$ cat src/rtl/alr_pkg.sv
// shared types, codes and helpers for the looper core
// no dependencies
package alr_pkg;

    localparam int POS_W = 17;
    localparam int SMP_W = 18;
    localparam int MIX_W = 19;
    localparam int STO_W = 16;

    localparam logic [2:0] FUNC_SAMPLE  = 3'd0;
    localparam logic [2:0] FUNC_REC     = 3'd1;
    localparam logic [2:0] FUNC_CLOSE   = 3'd2;
    localparam logic [2:0] FUNC_OVD_ON  = 3'd3;
    localparam logic [2:0] FUNC_OVD_OFF = 3'd4;
    localparam logic [2:0] FUNC_CLEAR   = 3'd5;

    localparam logic [1:0] MODE_EMPTY = 2'd0;
    localparam logic [1:0] MODE_REC   = 2'd1;
    localparam logic [1:0] MODE_PLAY  = 2'd2;
    localparam logic [1:0] MODE_OVD   = 2'd3;

    typedef struct packed {
        logic [POS_W-1:0]        len;
        logic [POS_W-1:0]        pos;
        logic [1:0]              mode;
        logic signed [MIX_W-1:0] mixed;
    } t_result;

    // clip to +-1.0 and scale by 32767/32768, truncating toward zero
    function automatic logic signed [STO_W-1:0] f_to_store(input logic signed [MIX_W-1:0] x);
        logic signed [MIX_W-1:0] c;
        logic signed [MIX_W-1:0] d;
        c = x;
        if (x > 19'sd32768) begin
            c = 19'sd32768;
        end else if (x < -19'sd32768) begin
            c = -19'sd32768;
        end
        if (c > 19'sd0) begin
            d = c - 19'sd1;
        end else if (c < 19'sd0) begin
            d = c + 19'sd1;
        end else begin
            d = 19'sd0;
        end
        return d[STO_W-1:0];
    endfunction

endpackage

$ cat src/rtl/alr_ctrl.sv
// looper state: mode, position, length, capacity register and the mix path
// uses alr_pkg; drives the store write port and the look-ahead read address
module alr_ctrl #(
    parameter int STORE_DEPTH = 65536,
    parameter int AW          = 16
) (
    input  logic                            i_clk,
    input  logic                            i_rst_n,
    input  logic                            i_cfg_we,
    input  logic [alr_pkg::POS_W-1:0]       i_cfg_data,
    input  logic                            i_accept,
    input  logic [2:0]                      i_func,
    input  logic signed [alr_pkg::SMP_W-1:0] i_live,
    input  logic signed [alr_pkg::STO_W-1:0] i_old,
    output alr_pkg::t_result                o_result,
    output logic                            o_we,
    output logic [AW-1:0]                   o_waddr,
    output logic signed [alr_pkg::STO_W-1:0] o_wdata,
    output logic [AW-1:0]                   o_raddr
);
    import alr_pkg::*;

    localparam logic [31:0]      DEPTH32 = 32'(STORE_DEPTH);
    localparam logic [POS_W-1:0] DEPTH17 = POS_W'(STORE_DEPTH);

    logic [POS_W-1:0] r_cap, n_cap;
    logic [1:0]       r_mode, n_mode;
    logic [POS_W-1:0] r_pos, n_pos;
    logic [POS_W-1:0] r_len, n_len;

    logic [POS_W-1:0]        cap_eff;
    logic                    pos_in_store;
    logic signed [MIX_W-1:0] live_ext;
    logic signed [MIX_W-1:0] old_ext;
    logic signed [MIX_W-1:0] sum;
    logic signed [MIX_W-1:0] mixed;
    logic [POS_W-1:0]        pos_inc;
    logic                    we;
    logic signed [STO_W-1:0] wdata;
    logic [POS_W+AW-1:0]     waddr_ext;
    logic [POS_W+AW-1:0]     raddr_ext;

    always_comb begin
        if ({15'd0, r_cap} > DEPTH32) begin
            cap_eff = DEPTH17;
        end else begin
            cap_eff = r_cap;
        end
        pos_in_store = ({15'd0, r_pos} < DEPTH32);
        live_ext     = {i_live[SMP_W-1], i_live};
        old_ext      = {{(MIX_W-STO_W){i_old[STO_W-1]}}, i_old};
        sum          = live_ext + old_ext;
        pos_inc      = r_pos + 17'd1;

        n_cap  = r_cap;
        n_mode = r_mode;
        n_pos  = r_pos;
        n_len  = r_len;
        mixed  = '0;
        we     = 1'b0;
        wdata  = f_to_store(live_ext);

        case (i_func)
            FUNC_SAMPLE: begin
                mixed = live_ext;
                if (cap_eff != '0) begin
                    if (r_mode == MODE_REC) begin
                        if ((r_pos < cap_eff) && pos_in_store) begin
                            we    = 1'b1;
                            n_pos = pos_inc;
                            n_len = pos_inc;
                        end else begin
                            n_len  = r_pos;
                            n_pos  = '0;
                            n_mode = MODE_PLAY;
                        end
                    end else if ((r_mode inside {MODE_PLAY, MODE_OVD}) && (r_len != '0)) begin
                        if (pos_in_store) begin
                            if (r_mode == MODE_OVD) begin
                                we    = 1'b1;
                                wdata = f_to_store(sum);
                            end
                            mixed = sum;
                        end
                        n_pos = (pos_inc >= r_len) ? '0 : pos_inc;
                    end
                end
            end
            FUNC_REC: begin
                if (cap_eff != '0) begin
                    n_pos  = '0;
                    n_len  = '0;
                    n_mode = MODE_REC;
                end
            end
            FUNC_CLOSE: begin
                if (r_mode == MODE_REC) begin
                    n_len  = r_pos;
                    n_pos  = '0;
                    n_mode = (r_pos != '0) ? MODE_PLAY : MODE_EMPTY;
                end
            end
            FUNC_OVD_ON: begin
                if (r_len != '0) begin
                    n_mode = MODE_OVD;
                end
            end
            FUNC_OVD_OFF: begin
                if (r_len != '0) begin
                    n_mode = MODE_PLAY;
                end
            end
            FUNC_CLEAR: begin
                n_mode = MODE_EMPTY;
                n_len  = '0;
                n_pos  = '0;
            end
            default: begin
            end
        endcase

        o_result.mixed = mixed;
        o_result.mode  = n_mode;
        o_result.pos   = n_pos;
        o_result.len   = n_len;

        if (!i_accept) begin
            n_mode = r_mode;
            n_pos  = r_pos;
            n_len  = r_len;
            we     = 1'b0;
        end
        if (i_cfg_we) begin
            n_cap  = i_cfg_data;
            n_mode = MODE_EMPTY;
            n_pos  = '0;
            n_len  = '0;
            we     = 1'b0;
        end
    end

    // store index from the position, zero extended when the store is deeper
    assign waddr_ext = {{AW{1'b0}}, r_pos};
    assign raddr_ext = {{AW{1'b0}}, n_pos};
    assign o_waddr   = waddr_ext[AW-1:0];
    assign o_raddr   = raddr_ext[AW-1:0];
    assign o_we      = we;
    assign o_wdata   = wdata;

    always_ff @(posedge i_clk) begin
        if (!i_rst_n) begin
            r_cap  <= '0;
            r_mode <= MODE_EMPTY;
            r_pos  <= '0;
            r_len  <= '0;
        end else begin
            r_cap  <= n_cap;
            r_mode <= n_mode;
            r_pos  <= n_pos;
            r_len  <= n_len;
        end
    end

`ifndef SYNTHESIS
    a_cfg_clears: assert property (@(posedge i_clk) disable iff (!i_rst_n)
        i_cfg_we |=> (r_mode == MODE_EMPTY && r_pos == '0 && r_len == '0))
        else $error("config write did not clear looper state");

    a_pos_le_len: assert property (@(posedge i_clk) disable iff (!i_rst_n)
        r_pos <= r_len)
        else $error("position beyond loop length");

    a_rec_in_cap: assert property (@(posedge i_clk) disable iff (!i_rst_n)
        (r_mode == MODE_REC) |-> (r_pos <= cap_eff))
        else $error("recording position beyond capacity");

    a_we_mode: assert property (@(posedge i_clk) disable iff (!i_rst_n)
        o_we |-> (i_accept && (r_mode == MODE_REC || r_mode == MODE_OVD)))
        else $error("store write outside record or overdub");
`endif

endmodule
$ cat config.mk
export PLATFORM = sky130hd
export DESIGN_NAME = alr_ctrl
export DESIGN_NICKNAME = d
export VERILOG_FILES = /design/src/rtl/alr_pkg.sv /design/src/rtl/alr_ctrl.sv
export SDC_FILE = /design/constraint.sdc
export NUM_CORES = 1
export LEC_CHECK = 0
export BUFFER_PORTS_ARGS = -buffer_cell sky130_fd_sc_hd__buf_2
export CAP_MARGIN = 10
export CELL_PAD_IN_SITES_DETAIL_PLACEMENT = 0
export CELL_PAD_IN_SITES_GLOBAL_PLACEMENT = 1
export CORE_MARGIN = 10
export CORE_UTILIZATION = 42
export CTS_BUF_LIST = sky130_fd_sc_hd__clkbuf_4
export CTS_CLUSTER_DIAMETER = 50
export DETAILED_ROUTE_END_ITERATION = 16
export PLACE_DENSITY = 0.91
export SETUP_SLACK_MARGIN = 0.02
export SLEW_MARGIN = 20
export SYNTH_ARGS = -nofsm -noshare
export SYNTH_HDL_FRONTEND = slang
export SYNTH_SLANG_ARGS = --single-unit
$ cat constraint.sdc
create_clock -name i_clk -period 6.4 [get_ports i_clk]
set_clock_uncertainty 0.05 [all_clocks]
set_input_delay 0.32 -clock i_clk [delete_from_list [all_inputs] [get_ports i_clk]]
set_output_delay 0.32 -clock i_clk [all_outputs]
set_load 0.01 [all_outputs]
==> results.toml <==
[finish]
drive_above_1_share_pct = 17.55
fillers = 2134
syn2layout_area_growth_pct = 10.43
antenna_cells = 0
nNetsFinal = 1440

[logic_synthesis]
yosys_most_used_dff = "dfxtp_1"
yosysTopAreaCell = "dfxtp_1"
synthArstFlopShare_pct = 0
postSynthAreaPerCell_sq_um = 6.831
synth_seq_area_share_pct = 12.50
syn-num-nets = 1362
synth_top_area_share_pct = 12.50
synth_most_common_cell = "nor2_1"
synthTopCellsByArea = "dfxtp_1 12%, ha_1 8.8%, a21oi_1 6.3%, nor2_1 6.1%, nand2_1 5.3%"
synth_common_cells = "138 x nor2_1, 119 x nand2_1, 107 x a21oi_1, 77 x clkbuf_1, 71 x o21ai_0"
ys_types = 93
synth_area_sq_mm = 0.008491
yosys_warnings = 0
synthCells = 1243
synth_edf_count = 0
ys_seq_elements = 53

[die]
die_h_um = 162.2
ios = 162
start_util_pct = 43.20
row_count = 51
die_area_sq_mm = 0.02630
core-area_sq_mm = 0.01965
die_w_um = 162.2

[global_route]
grt.overflow.total = 0
grt_pass1_vias = 9146
grt_pass1_wl_mm = 52.31
antenna_found_initial = 0
grt_start_max_net_pins = 37
grt_usage_pct = 24.20

[detailed_routing]
ant_nets = 0
wl_per_cell_um = 21.19
drt-pass1-iter-count = 6
vias_per_cell = 6.272
wl_mm = 33.63
drc = 0
drtIter0Drc = 1152
num_vias = 9954

[clock_network]
cts_buffer_depth = 2
clk_pin_slew_ns = 0.17
clk-insertion-delay-late_ns = 0.41
h-tree-depth = 2
cts-root-buf = "clkbuf_4"
tritoncts = "done"
clock-sinks = 53
cts_buffers = 5
post-cts-setup-buffer-count = 0
ctsHoldBuffers = 0
ctsResizeCount = 0

[critical_path]
critical_path_class = "flop to output pin"
r2r_slack_ns = 1.26
crit_top_cell = "a21o_1"
critPathArrivalTime_ns = 5.60
setup.worst_path.start_class = "flop"
max_stage_delay_ns = 0.53
critPathMaxFanout = 11
crit_slowest_cell = "dfxtp_1"
critPathRequiredTime_ns = 6.03
path_cells = "ha_1 -> nand3_1 -> nor2_2 -> and3_1 -> nand3_1 -> xnor2_1 -> ha_1 -> a21o_1 -> a21o_1 -> a21o_1 -> a21o_1 -> a2111oi_0 -> o221ai_1 -> or3_4 -> a21oi_1 -> o21ai_0 -> a21oi_1 -> buf_2"
crit_path_end_kind = "output pin"

[timing]
tightest_slew_ns = 0.9508
min_period_ns = 5.968
hold_viol = 0
setup-tns-final_ns = 0
drv_slew = 0
setup_violations = 0
fmax_mhz = 167.6
maxSlewHeadroom_pct = 36.38
rsz0062_at_grt = "no"
hold_slack_ns = 0.1105
min_period_over_period_pct = 93.25
postLayoutSetupSlackWorst_ns = 0.4318

[placement]
io_buffers = 161
dp_hpwl_mm = 26.33
gp_congestion = 1.039
place_ws_ns = 0.6439

[power]
power_leakage_uw = 0.003929
power.density_mw_per_mm2 = 123.6
max-vdd-ir-drop_uv = 87.55

[job]
maxCapViolCount = 0

[worst_hold_path]
hp-class = "input pin to flop"

[run_status]
status = "finished clean"
[cell families after synthesis]
group                      after synthesis  share of synthesized area [%]
buffers and inverters                  153                          7.987
AOI/OAI and AO/OA                      390                          30.84
DFF                                     53                          12.50
muxes                                   38                          4.495
xor gates and xnor gates                58                          6.248
and+or+nand+nor                        490                          28.85
adders and majority gates               61                          9.078
[layout make-up]
class | count | area, sq um | share of cell area [%]
tap | 265 | 331.6 | 3.536
timing repair buffer | 182 | 963.4 | 10.27
sequential | 53 | 1062 | 11.33
clock inverter | 2 | 38.79 | 0.4137
clock buffer | 6 | 45.04 | 0.4804
multi-input combinational | 1037 | 6778 | 72.28
inverter | 42 | 157.7 | 1.681
[per-stage QoR]
stage | instances | area, sq um | util, % | total power, uW
floorplan | 1243 | 8491 | - | 760.6
finish | 1587 | 9376 | 47.71 | 1159
detailed placement | 1579 | 9275 | 47.19 | 939.6
global placement | 1579 | 9270 | 47.17 | 935.9
global route | 1587 | 9376 | 47.71 | 1226
CTS | 1587 | 9359 | 47.62 | 1148
[state kept, by name, indices dropped and copies added, names as in the netlist]
signal and flops:
r_mode 2, r_pos 17, r_len 17, r_cap 17
[report_power, final]
part	internal (uW)	leakage (uW)	switching (uW)	total (uW)
clock network	87.6	0.0000459	122	210
registers	337	0.000431	5.88	343
logic	216	0.00345	390	606
[layer usage]
layer | GRT usage, % | part of all wire (%) | vias up
met5 | 0 | 0 | -
met4 | 5.170 | 2.2 | 0
met3 | 4.929 | 10 | 66
met2 | 36.13 | 43 | 532
met1 | 34.76 | 44 | 4650
li1 | - | - | 4706
[critical path: cells and delay by family, from the launching register on]
kind                       cells  cell delay, ns
AOI/OAI and AO/OA              9            2.22
and+or+nand+nor                5            1.38
adders and majority gates      2            0.68
DFF                            1            0.53
xor gates and xnor gates       1            0.20
buffers and inverters          1            0.19
[worst paths after layout]
kind,start,end,cells past startpoint
hold / removal,i_cfg_data[5],r_cap[5],3
setup / recovery,r_pos[1],o_raddr[5],18
setup reg to reg,r_pos[1],r_pos[13],17
hold reg to reg,r_len[4],r_len[4],2
[placed cells by master (no fill, tap or decap), types with 19 or more instances in the layout]
master	n
a21o_1	26
a21oi_1	107
buf_2	161
buf_4	21
dfxtp_1	52
ha_1	60
inv_1	39
mux2i_1	37
nand2_1	118
nand3_1	36
nand4_1	20
nor2_1	137
nor2b_1	27
nor3_1	26
o21ai_0	71
xnor2_1	36
xor2_1	19
No activity file was read; power rests on OpenSTA's default activity.
